===== config.mk =====
export PLATFORM = sky130hd
export DESIGN_NAME = graphic_lcd_serial_command_encoder
export DESIGN_NICKNAME = d
export VERILOG_FILES = /design/src/rtl/core/glcd_pkg.sv /design/src/rtl/core/glcd_front.sv /design/src/rtl/core/glcd_queue.sv /design/src/rtl/core/glcd_back.sv /design/src/rtl/core/graphic_lcd_serial_command_encoder.sv
export SDC_FILE = /design/constraint.sdc
export NUM_CORES = 1
export LEC_CHECK = 0
export ABC_AREA = 1
export BUFFER_PORTS_ARGS = -buffer_cell sky130_fd_sc_hd__buf_2
export CORE_MARGIN = 3
export CORE_UTILIZATION = 57
export CTS_CLUSTER_SIZE = 14
export DETAILED_ROUTE_END_ITERATION = 6
export GPL_TIMING_DRIVEN = 0
export PLACE_DENSITY = 0.84
export SLEW_MARGIN = 20
export SYNTH_ARGS = -nofsm -noshare
export SYNTH_HDL_FRONTEND = slang
export SYNTH_SLANG_ARGS = --single-unit

===== constraint.sdc =====
create_clock -name clk -period 3.7 [get_ports clk]
set_input_delay 0.925 -clock clk [delete_from_list [all_inputs] [get_ports clk]]
set_output_delay 0.925 -clock clk [all_outputs]
set_load 0.01 [all_outputs]

===== src/rtl/core/glcd_pkg.sv =====
// Shared types and constants for the serial graphic LCD command encoder.
// Request modes, frame byte positions, the queued job record and the digit step.
// No dependencies.
package glcd_pkg;

    typedef enum logic [2:0] {
        MODE_CMD    = 3'd0,
        MODE_DATA   = 3'd1,
        MODE_CURSOR = 3'd2,
        MODE_PIXEL  = 3'd3,
        MODE_NUMBER = 3'd4
    } mode_t;

    localparam logic [1:0] BYTE_SYNC = 2'd0;
    localparam logic [1:0] BYTE_HIGH = 2'd1;
    localparam logic [1:0] BYTE_LOW  = 2'd2;

    localparam logic [7:0]  SYNC_COM   = 8'hF8;
    localparam logic [7:0]  SYNC_DAT   = 8'hFA;
    localparam logic [7:0]  NIB_MASK   = 8'hF0;
    localparam logic [7:0]  ADDR_FLAG  = 8'h80;
    localparam logic [7:0]  ASCII_ZERO = 8'h30;
    localparam logic [13:0] NUM_MAX    = 14'd9999;

    localparam int MAX_FRAMES = 5;

    localparam logic [7:0] ROW_BASE [4] = '{8'h80, 8'h90, 8'h88, 8'h98};

    typedef struct packed {
        logic [2:0]                  count;
        logic [MAX_FRAMES-1:0]       is_data;
        logic [MAX_FRAMES-1:0][7:0]  data;
    } job_t;

    typedef struct packed {
        logic [3:0]  digit;
        logic [13:0] rest;
    } digit_t;

    function automatic digit_t digit_step(input logic [13:0] v, input logic [13:0] place);
        digit_t      res;
        logic [13:0] thr;
        res.digit = 4'd0;
        res.rest  = v;
        for (int k = 1; k <= 9; k++) begin
            thr = 14'(k) * place;
            if (v >= thr) begin
                res.digit = 4'(k);
                res.rest  = v - thr;
            end
        end
        return res;
    endfunction

endpackage


===== src/rtl/core/glcd_front.sv =====
// Request front end: accepts requests, classifies them and builds frame jobs.
// Number digits: thousands on acceptance, hundreds in ST_HUND, tens and units in ST_TENS. Depends on glcd_pkg.
module glcd_front import glcd_pkg::*;
(
    input  logic        clk,
    input  logic        rst_n,
    input  logic        in_valid,
    output logic        in_ready,
    input  logic [2:0]  mode,
    input  logic [7:0]  byte_value,
    input  logic [6:0]  pos_x,
    input  logic [5:0]  pos_y,
    input  logic [13:0] number,
    output logic        push,
    output job_t        push_job,
    input  logic        q_full
);

    typedef enum logic [2:0] {
        ST_IDLE = 3'b001,
        ST_HUND = 3'b010,
        ST_TENS = 3'b100
    } fstate_t;

    fstate_t     state_reg, state_next;
    logic [7:0]  cursor_reg, cursor_next;
    logic [3:0]  thou_reg, thou_next;
    logic [3:0]  hund_reg, hund_next;
    logic [13:0] rem_reg, rem_next;

    logic        accept;
    logic [7:0]  text_addr;
    logic [13:0] sat_num;
    digit_t      thou_d, hund_d, tens_d;
    logic [3:0]  pix_bit;
    logic [7:0]  pix_mask;

    assign in_ready  = (state_reg == ST_IDLE) && !q_full;
    assign accept    = in_valid && in_ready;
    assign text_addr = ROW_BASE[pos_y[1:0]] + {5'd0, pos_x[2:0]};
    assign sat_num   = (number > NUM_MAX) ? NUM_MAX : number;
    assign thou_d    = digit_step(sat_num, 14'd1000);
    assign hund_d    = digit_step(rem_reg, 14'd100);
    assign tens_d    = digit_step(rem_reg, 14'd10);
    assign pix_bit   = pos_x[3:0];
    assign pix_mask  = ADDR_FLAG >> pix_bit[2:0];

    always_comb
    begin
        state_next  = state_reg;
        cursor_next = cursor_reg;
        thou_next   = thou_reg;
        hund_next   = hund_reg;
        rem_next    = rem_reg;
        push        = 1'b0;
        push_job    = '0;
        unique case (state_reg)
            ST_IDLE:
            begin
                if (accept)
                begin
                    unique case (mode)
                        MODE_CMD, MODE_DATA:
                        begin
                            push                = 1'b1;
                            push_job.count      = 3'd1;
                            push_job.is_data[0] = (mode == MODE_DATA);
                            push_job.data[0]    = byte_value;
                        end
                        MODE_CURSOR:
                        begin
                            push             = 1'b1;
                            push_job.count   = 3'd1;
                            push_job.data[0] = text_addr;
                        end
                        MODE_PIXEL:
                        begin
                            push             = 1'b1;
                            push_job.count   = 3'd4;
                            push_job.is_data = 5'b01100;
                            push_job.data[0] = ADDR_FLAG | {3'd0, pos_y[4:0]};
                            push_job.data[1] = ADDR_FLAG | {4'd0, pos_y[5], pos_x[6:4]};
                            push_job.data[2] = pix_bit[3] ? 8'd0 : pix_mask;
                            push_job.data[3] = pix_bit[3] ? pix_mask : 8'd0;
                        end
                        MODE_NUMBER:
                        begin
                            cursor_next = text_addr;
                            thou_next   = thou_d.digit;
                            rem_next    = thou_d.rest;
                            state_next  = ST_HUND;
                        end
                        default:
                        begin
                            push = 1'b0;
                        end
                    endcase
                end
            end
            ST_HUND:
            begin
                hund_next  = hund_d.digit;
                rem_next   = hund_d.rest;
                state_next = ST_TENS;
            end
            ST_TENS:
            begin
                push             = !q_full;
                push_job.count   = 3'd5;
                push_job.is_data = 5'b11110;
                push_job.data[0] = cursor_reg;
                push_job.data[1] = ASCII_ZERO | {4'd0, thou_reg};
                push_job.data[2] = ASCII_ZERO | {4'd0, hund_reg};
                push_job.data[3] = ASCII_ZERO | {4'd0, tens_d.digit};
                push_job.data[4] = ASCII_ZERO | {4'd0, tens_d.rest[3:0]};
                if (!q_full)
                begin
                    state_next = ST_IDLE;
                end
            end
            default:
            begin
                state_next = ST_IDLE;
            end
        endcase
    end

    always_ff @(posedge clk or negedge rst_n)
    begin
        if (!rst_n)
        begin
            state_reg <= ST_IDLE;
        end
        else
        begin
            state_reg <= state_next;
        end
    end

    always_ff @(posedge clk)
    begin
        cursor_reg <= cursor_next;
        thou_reg   <= thou_next;
        hund_reg   <= hund_next;
        rem_reg    <= rem_next;
    end

endmodule


===== src/rtl/core/glcd_queue.sv =====
// Short job queue between the request front end and the byte serializer.
// Depends on glcd_pkg for the job record.
module glcd_queue import glcd_pkg::*;
#(
    parameter int DEPTH = 2
)
(
    input  logic clk,
    input  logic rst_n,
    input  logic push,
    input  job_t push_job,
    output logic full,
    input  logic pop,
    output job_t head,
    output logic empty
);

    localparam int PW = (DEPTH > 1) ? $clog2(DEPTH) : 1;
    localparam int CW = $clog2(DEPTH + 1);

    job_t          mem [DEPTH];
    logic [PW-1:0] wr_ptr_reg, wr_ptr_next;
    logic [PW-1:0] rd_ptr_reg, rd_ptr_next;
    logic [CW-1:0] count_reg, count_next;
    logic          do_push, do_pop;

    assign full    = (count_reg == CW'(DEPTH));
    assign empty   = (count_reg == '0);
    assign do_push = push && !full;
    assign do_pop  = pop && !empty;
    assign head    = mem[rd_ptr_reg];

    always_comb
    begin
        wr_ptr_next = wr_ptr_reg;
        rd_ptr_next = rd_ptr_reg;
        count_next  = count_reg;
        if (do_push)
        begin
            wr_ptr_next = (wr_ptr_reg == PW'(DEPTH - 1)) ? '0 : wr_ptr_reg + 1'b1;
        end
        if (do_pop)
        begin
            rd_ptr_next = (rd_ptr_reg == PW'(DEPTH - 1)) ? '0 : rd_ptr_reg + 1'b1;
        end
        if (do_push && !do_pop)
        begin
            count_next = count_reg + 1'b1;
        end
        else if (do_pop && !do_push)
        begin
            count_next = count_reg - 1'b1;
        end
    end

    always_ff @(posedge clk or negedge rst_n)
    begin
        if (!rst_n)
        begin
            wr_ptr_reg <= '0;
            rd_ptr_reg <= '0;
            count_reg  <= '0;
        end
        else
        begin
            wr_ptr_reg <= wr_ptr_next;
            rd_ptr_reg <= rd_ptr_next;
            count_reg  <= count_next;
        end
    end

    always_ff @(posedge clk)
    begin
        if (do_push)
        begin
            mem[wr_ptr_reg] <= push_job;
        end
    end

endmodule


===== src/rtl/core/glcd_back.sv =====
// Byte serializer: walks the frames of the head job, three link bytes per frame.
// Drives the registered output stream. Depends on glcd_pkg.
module glcd_back import glcd_pkg::*;
(
    input  logic       clk,
    input  logic       rst_n,
    input  job_t       head,
    input  logic       empty,
    output logic       pop,
    output logic       out_valid,
    input  logic       out_ready,
    output logic [7:0] link_byte,
    output logic       frame_end,
    output logic       last
);

    logic [2:0] frame_reg, frame_next;
    logic [1:0] pos_reg, pos_next;
    logic       valid_reg;
    logic [7:0] byte_reg, byte_next;
    logic       fend_reg, fend_next;
    logic       last_reg, last_next;
    logic       advance, emit;
    logic [7:0] cur_data;
    logic       cur_is_data;
    logic       last_frame;

    assign advance     = !valid_reg || out_ready;
    assign emit        = advance && !empty;
    assign cur_data    = head.data[frame_reg];
    assign cur_is_data = head.is_data[frame_reg];
    assign last_frame  = (frame_reg == 3'(head.count - 3'd1));

    always_comb
    begin
        frame_next = frame_reg;
        pos_next   = pos_reg;
        fend_next  = 1'b0;
        last_next  = 1'b0;
        pop        = 1'b0;
        case (pos_reg)
            BYTE_SYNC: byte_next = cur_is_data ? SYNC_DAT : SYNC_COM;
            BYTE_HIGH: byte_next = cur_data & NIB_MASK;
            default:   byte_next = {cur_data[3:0], 4'd0};
        endcase
        if (pos_reg == BYTE_LOW)
        begin
            fend_next = 1'b1;
            last_next = last_frame;
        end
        if (emit)
        begin
            if (pos_reg == BYTE_LOW)
            begin
                pos_next = BYTE_SYNC;
                if (last_frame)
                begin
                    frame_next = '0;
                    pop        = 1'b1;
                end
                else
                begin
                    frame_next = frame_reg + 1'b1;
                end
            end
            else
            begin
                pos_next = pos_reg + 1'b1;
            end
        end
    end

    always_ff @(posedge clk or negedge rst_n)
    begin
        if (!rst_n)
        begin
            frame_reg <= '0;
            pos_reg   <= BYTE_SYNC;
            valid_reg <= 1'b0;
        end
        else
        begin
            frame_reg <= frame_next;
            pos_reg   <= pos_next;
            if (advance)
            begin
                valid_reg <= !empty;
            end
        end
    end

    always_ff @(posedge clk)
    begin
        if (emit)
        begin
            byte_reg <= byte_next;
            fend_reg <= fend_next;
            last_reg <= last_next;
        end
    end

    assign out_valid = valid_reg;
    assign link_byte = byte_reg;
    assign frame_end = fend_reg;
    assign last      = last_reg;

endmodule


===== src/rtl/core/graphic_lcd_serial_command_encoder.sv =====
// Serial graphic LCD command encoder, top level.
// Instantiates glcd_front, glcd_queue and glcd_back; depends on glcd_pkg.
//
// Usage:
//   s_axis carries one display request: tuser is the mode, tdata the operands.
//   m_axis carries the link bytes, one per transaction, in serial shift order;
//   tuser marks the third byte of a chip-select frame, tlast the final byte
//   of a request.
// Path: the bytes of a request pass through the job queue and the output register;
//   a number request first passes through the hundreds and tens digit states.
// Throughput: the serializer emits one byte per cycle while the output is not stalled
//   and a job is queued; a request is 3 bytes (command, data, cursor), 12 (pixel)
//   or 15 (number). The front end takes a request per cycle while the job queue has
//   room and it is not busy with a number. Modes 5 to 7 are accepted and produce nothing.
// Reset: the queue empties, the serializer restarts at the first frame and no
//   output is valid.
// Stall: while m_axis_tready is low the output byte holds; the queue fills and
//   then s_axis_tready drops.
module graphic_lcd_serial_command_encoder import glcd_pkg::*;
#(
    parameter int QUEUE_DEPTH = 2
)
(
    input  logic        clk,
    input  logic        rst_n,
    input  logic        s_axis_tvalid,
    output logic        s_axis_tready,
    input  logic [39:0] s_axis_tdata,  // byte_value[7:0], pos_x[14:8], pos_y[20:15], number[34:21]
    input  logic [2:0]  s_axis_tuser,  // mode[2:0]
    output logic        m_axis_tvalid,
    input  logic        m_axis_tready,
    output logic [7:0]  m_axis_tdata,  // link_byte[7:0]
    output logic        m_axis_tuser,  // frame_end
    output logic        m_axis_tlast
);

    logic push, q_full, pop, q_empty;
    job_t push_job, head_job;

    glcd_front u_front (
        .clk        (clk),
        .rst_n      (rst_n),
        .in_valid   (s_axis_tvalid),
        .in_ready   (s_axis_tready),
        .mode       (s_axis_tuser),
        .byte_value (s_axis_tdata[7:0]),
        .pos_x      (s_axis_tdata[14:8]),
        .pos_y      (s_axis_tdata[20:15]),
        .number     (s_axis_tdata[34:21]),
        .push       (push),
        .push_job   (push_job),
        .q_full     (q_full)
    );

    glcd_queue #(
        .DEPTH (QUEUE_DEPTH)
    ) u_queue (
        .clk      (clk),
        .rst_n    (rst_n),
        .push     (push),
        .push_job (push_job),
        .full     (q_full),
        .pop      (pop),
        .head     (head_job),
        .empty    (q_empty)
    );

    glcd_back u_back (
        .clk       (clk),
        .rst_n     (rst_n),
        .head      (head_job),
        .empty     (q_empty),
        .pop       (pop),
        .out_valid (m_axis_tvalid),
        .out_ready (m_axis_tready),
        .link_byte (m_axis_tdata),
        .frame_end (m_axis_tuser),
        .last      (m_axis_tlast)
    );

endmodule


=== Yosys cells after proc, flatten, opt, wreduce, memory -nomap -nowiden ===
Memory sizes are Yosys's and may differ from the RTL's.
Index checks and enable logic that the tools add are counted.

* Bits of input ports: 47
* Memories kept: 1
* Register bits: 53
* Bits in writable memories: 92
* Word-level logic and storage cells: 197

* Mux-type cells: 71
* Shift operators: 1
* Equal/unequal tests: 15
* Reduce and logical (&&, ||, !) cells: 27
* Bitwise gates (word level): 1
* $lt $le $gt $ge: 30
* Add/subtract/negate cells: 35

{| class="wikitable"
|+ Memory list
! name !! words !! width !! read ports !! clocked after memory_dff !! wr ports !! RTL line !! source
|-
| u_queue.mem || 2 || 46 || 1 || 0 || 1 || glcd_queue.sv:21 || <nowiki>job_t mem [DEPTH];</nowiki>
|}

{| class="wikitable"
|+ Operator list
! cell !! count
|-
| two-way mux 18 bit || 8
|-
| two-way mux 17 bit || 8
|-
| two-way mux 15 bit || 5
|-
| >= comparator 14 x 10 -> 1 bit, second input constant || 5
|-
| two-way mux 14 bit || 5
|-
| subtractor 14 x 10 -> 14 bit, second input constant || 5
|-
| two-way mux 16 bit || 4
|-
| case mux 32 bit (2 select lines) || 1
|-
| >= comparator 14 x 13 -> 1 bit, second input constant || 4
|-
| >= comparator 14 x 7 -> 1 bit, second input constant || 4
|-
| subtractor 14 x 13 -> 14 bit, second input constant || 4
|-
| subtractor 14 x 7 -> 14 bit, second input constant || 4
|-
| two-way mux 8 bit || 6
|-
| >= comparator 14 x 6 -> 1 bit, second input constant || 3
|-
| >= comparator 14 x 9 -> 1 bit, second input constant || 3
|-
| subtractor 14 x 6 -> 14 bit, second input constant || 3
|-
| subtractor 14 x 9 -> 14 bit, second input constant || 3
|-
| two-way mux 32 bit || 1
|-
| case mux 8 bit (2 select lines) || 2
|-
| >= comparator 14 x 12 -> 1 bit, second input constant || 2
|-
| >= comparator 14 x 5 -> 1 bit, second input constant || 2
|-
| case mux 14 bit (2 select lines) || 1
|-
| subtractor 14 x 12 -> 14 bit, second input constant || 2
|-
| subtractor 14 x 5 -> 14 bit, second input constant || 2
|-
| 52 further kinds || 93
|}

=== Depth between registers and ports, before layout ===
* Word-level depth: 15
* Mapped depth: 27

=== Modules after synthesis ===
From an unflattened synthesis, not the netlist that was laid out.

* Cells, all modules: 1451
* Area total of the unflattened synthesis: 10557.6 um^2

{| class="wikitable"
|+ By module, submodules not included
! module !! times used !! area an instance (um^2) !! cells an instance !! seq. area each (um^2)
|-
| glcd_front || 1 || 5584.1 || 953 || 887.1
|-
| glcd_queue || 1 || 3728.6 || 283 || 2982.9
|-
| glcd_back || 1 || 1244.9 || 215 || 390.4
|}

=== Worst setup path before layout ===
No wires, ideal clock.

* Path kind: register -> register
* Start point: reg u_front.state_reg[0]
* End point: mem u_queue.mem[1][0] in the netlist's numbering, enable pin
* Slack: -0.011 ns
* Setup time: 0.435 ns
* Stages on the path, launching flop included: 11
* Required time: 3.265 ns
* Arrival time: 3.276 ns
* Buffers on the path: 0
* Cells stage by stage: dfstp_2 -> inv_1 -> nor3_1 -> inv_1 -> nor2_1 -> nand2_1 -> inv_1 -> nand2_1 -> a21oi_1 -> inv_1 -> nor2_1

* Word-level cells in the longest chain between the ends: 8
* Elaborated cells between the ends (all ways): 9
* Those cells by class: 2 x eq/ne; 4 x mux; 3 x reduce/logical

{| class="wikitable"
|+ RTL lines
! item !! RTL line !! source
|-
| from (decl) || glcd_front.sv:25 || <nowiki>fstate_t state_reg, state_next;</nowiki>
|-
| from (signal assigned) || glcd_front.sv:136 || <nowiki>state_reg <= state_next;</nowiki>
|-
| == test 3 x 1 -> 1 bit || glcd_front.sv:38 || <nowiki>assign in_ready = (state_reg == ST_IDLE) && !q_full;</nowiki>
|-
| logical AND 1 bit || glcd_front.sv:38 ||
|-
| net s_axis_tready || graphic_lcd_serial_command_encoder.sv:27 || <nowiki>output logic s_axis_tready,</nowiki>
|-
| logical AND 1 bit || glcd_front.sv:39 || <nowiki>assign accept = in_valid && in_ready;</nowiki>
|-
| two-way mux 1 bit || glcd_front.sv:60 || <nowiki>if (accept)</nowiki>
|-
| case mux 1 bit (2 select lines) || glcd_front.sv:57 || <nowiki>unique case (state_reg)</nowiki>
|-
| logical AND 1 bit || glcd_queue.sv:29 || <nowiki>assign do_push = push && !full;</nowiki>
|-
| net u_queue.do_push || glcd_queue.sv:25 || <nowiki>logic do_push, do_pop;</nowiki>
|-
| two-way mux 1 bit || glcd_queue.sv:74 || <nowiki>if (do_push)</nowiki>
|-
| two-way mux 1 bit (not written as such) || glcd_queue.sv:76 || <nowiki>mem[wr_ptr_reg] <= push_job;</nowiki>
|-
| to (decl) || glcd_queue.sv:21 ||
|}

The timed path passes the listed nets, and every way through them passes these cells.

=== Worst setup path in the final report ===
* Start point: in s_axis_tdata[31]
* End point: reg u_front.rem_reg[9] (data pin)

* Word-level cells in the longest chain between the ends: 15
* Elaborated cells between the ends (all ways): 32
* Those cells by class: 9 x add/sub; 10 x order compare; 13 x mux

{| class="wikitable"
|+ RTL lines
! item !! RTL line !! source
|-
| from (decl) || graphic_lcd_serial_command_encoder.sv:28 || <nowiki>input logic [39:0] s_axis_tdata,</nowiki>
|-
| greater-than comparator 14 bit || glcd_front.sv:41 || <nowiki>assign sat_num = (number > NUM_MAX) ? NUM_MAX : number;</nowiki>
|-
| two-way mux 14 bit * || glcd_front.sv:41 ||
|-
| subtractor 14 x 10 -> 14 bit or >= comparator 14 x 10 -> 1 bit (tied branches) || glcd_pkg.sv:49, glcd_pkg.sv:47 ||
|-
| two-way mux 15 bit || glcd_pkg.sv:47 || <nowiki>if (v >= thr) begin</nowiki>
|-
| two-way mux 18 bit (6 in a row) || glcd_pkg.sv:47 ||
|-
| two-way mux 15 bit || glcd_pkg.sv:47 ||
|-
| two-way mux 14 bit * || glcd_pkg.sv:47 ||
|-
| two-way mux 14 bit * || glcd_front.sv:62 || <nowiki>unique case (mode)</nowiki>
|-
| two-way mux 14 bit * || glcd_front.sv:60 ||
|-
| case mux 14 bit (2 select lines) * || glcd_front.sv:57 ||
|-
| net u_front.rem_next[9] || glcd_front.sv:29 || <nowiki>logic [13:0] rem_reg, rem_next;</nowiki>
|-
| to (signal assigned) || glcd_front.sv:145 || <nowiki>rem_reg <= rem_next;</nowiki>
|-
| to (decl) || glcd_front.sv:29 ||
|}

The timed path passes the listed nets; every way through them passes the cells marked *. The select of a mux whose other input is x is not followed.
A chain may end at the register's enable or synchronous reset.

==> reports/qor.yml <==
path_delay_family: "simple AND/OR/NAND/NOR gates"
cellPowerDensity_nw_per_um2: 573.6
synth_top_area_share: 0.3445
cts-htree-levels: 4
area_growth_syn_to_layout_pct: 14.04
place_ws_ns: -0.6603
avgSynthCellArea_um2: 7.426
regToRegStartpoint: "u_front.rem_reg[6]"
crit_path_max_fanout: 10
drt_iter0_markers: 1474
power_leakage_nw: 4.527
antenna_found_initial: 0
async_flop_share: 0.1048
fin_crit_sh: 0.9567
grt_pass1_wl_um: 51290
finalCriticalPeriod_ns: 3.540
clockRootBuffer: "clkbuf_16"
drv_slew: 0
path_buf_inv: 5
clk_pin_slew_worst_paths_ns: 0.06
die_area_um2: 18570
synth_area_leaders: "edfxtp_1 (34%), nand2_1 (10%), nor2_1 (7.2%)"
antennaDiodeCount: 0
grt.overflow.total: 0
synth_top_area_cell: "edfxtp_1"
yosysWarnings: 0
skew_ns: 0.01584
hold_path.class: "in -> async"
final_common_cell: "nand2_1"
fmax_mhz: 282.5
die_x_um: 136.3
port_buffers: 50
register_area_um2: 3660
critPathKind: "in -> reg"
crit_end: "u_front.rem_reg[9]"
final_hold_viol_count: 0
start_kind: "primary input"
routed_wirelength_um: 33560
synth-seq-cells: 124
r2r_setup_slack_ns: 0.18
initial_core_util: 0.5834
ys_types: 62
worstPathRequired_ns: 3.87
vias: 10145
end_kind: "flop"
fin_ws_ns: 0.1602
worst_path_max_delay_cell: "ha_2"
grt_usage: 0.3601
critPathMaxStageDelay_ns: 0.25
final_core_util: 0.6654
worst_pin_slew_ns: 0.8719
clock-sinks: 124
syn-instance-count: 1303
max-slew-margin-rel: 0.4166
drtAntennaViolNets: 0
io_pins: 59
nets: 1455
synth_edf_count: 111
synth-main-ff-cell: "edfxtp_1"
vias_per_cell: 6.286
max-cap-violations: 0
dr.pass1.iters: 7
setup_viol_count_final: 0
startpoint: "s_axis_tdata[31]"
core-area_um2: 16580
insertion_delay_ns: 0.42
vdd_drop_max_mv: 0.4764
routabilityCongestion: 0.9960
arrival_ns: 3.71
cts_buffers: 17
r2r_cells: 15
largest_reg_flops: 76
grt_pass1_vias: 9325
grt_max_degree: 23
cts_max_path_buffers: 2
fillCellCount: 1415
finalSetupTns_ns: 0
final_cell_mix: "nand2_1 (256), nor2_1 (180), inv_1 (134), o21ai_0 (111), edfxtp_1 (111)"
drc_errors: 0
die_y_um: 136.3
outcome: "completed"
path_common_cell: "nand2_1"
syn_area_um2: 9676
multiInputGateArea_um2: 5301
drive_gt1_frac: 0.1399
dp_hpwl_um: 24610
seq_area_frac_synth: 0.3782
rows: 47
wl_per_cell_um: 20.79
hold-worst-slack_ns: 0.4120
cts_tree: "yes"
cp.depth: 26
rr_endpoint: "u_queue.mem[1][33]"
-- worst reg2reg max path: stages (launching register included) --
cell      delay (ns)
edfxtp_1        0.50
inv_1           0.28
clkbuf_2        0.33
ha_1            0.35
nand2_1         0.14
nor2_1          0.24
nand2_1         0.09
o21ai_1         0.33
inv_1           0.08
o21ai_1         0.17
a21oi_1         0.10
o21ai_1         0.12
nand2_1         0.07
nand2_1         0.19
o21ai_0         0.12
a21oi_1         0.24
-- area by class of cell --
cell class,count,share of cell area
multi-input combinational,985,0.4804
sequential,124,0.3317
inverter,153,0.05409
clock buffer,19,0.04014
timing repair buffer,58,0.03266
tap,220,0.02495
buffer,42,0.02098
clock inverter,13,0.01508
-- worst min path at each step --
stage,startpoint,endpoint
after detailed placement,u_queue.count_reg[0],u_queue.count_reg[0]
after CTS,rst_n,u_back.pos_reg[1]
after global routing,rst_n,u_queue.count_reg[1]
final,rst_n,u_back.pos_reg[1]
after global placement,u_queue.count_reg[0],u_queue.count_reg[0]
after floorplan,u_queue.count_reg[0],u_queue.count_reg[0]
-- synthesized netlist by cell type, types with 19 or more instances --
cell type and number:
nand3_1 82, nor2_1 185, ha_1 27, o21ai_0 111
inv_1 137, clkbuf_1 19, xor2_1 34, edfxtp_1 111
nand2_1 257, nor3_1 23, a21oi_1 83
-- repair_timing --
| action | 4_1_cts | 5_1_grt |
|---|---|---|
| buffers inserted | 0 | 5 |
| hold buffers | 0 | 0 |
| pin swaps | 0 | 3 |
| setup endpoints to repair | 16 | 21 |
| resized for setup | 7 | 20 |
-- where the power goes --
group	total (mW)	leakage, nW	internal (mW)	switching [mW]
combinational	2.61	3.03	0.775	1.84
sequential	1.98	1.19	1.84	0.142
clock	1.73	0.302	1.08	0.650
total	6.33	4.53	3.70	2.63
-- metal layers --
layer | wire [um] | global-route usage
met1 | 13120 | 0.4845
met2 | 15890 | 0.5870
met3 | 3297 | 0.04996
met4 | 1250 | 0.1478
met5 | 0 | 0
-- stage by stage --
stage               area (um^2)  power, mW  cells
floorplan                  9682      3.636   1304
global placement          10210      4.363   1574
detailed placement        10290      4.450   1577
CTS                       10920      6.207   1609
global route              11030      6.612   1614
finish                    11030      6.330   1614
-- logic make-up after synthesis --
group	count (synthesis)	synth area share
DFF	124	0.3783
muxes	3	0.003104
xor gates and xnor gates	38	0.03440
AOI/OAI and AO/OA	299	0.1821
adders and majority gates	27	0.03491
other	1	0.0003876
and+or+nand+nor	616	0.2835
buffers and inverters	195	0.08341
Power figures use the tool's default switching activity.
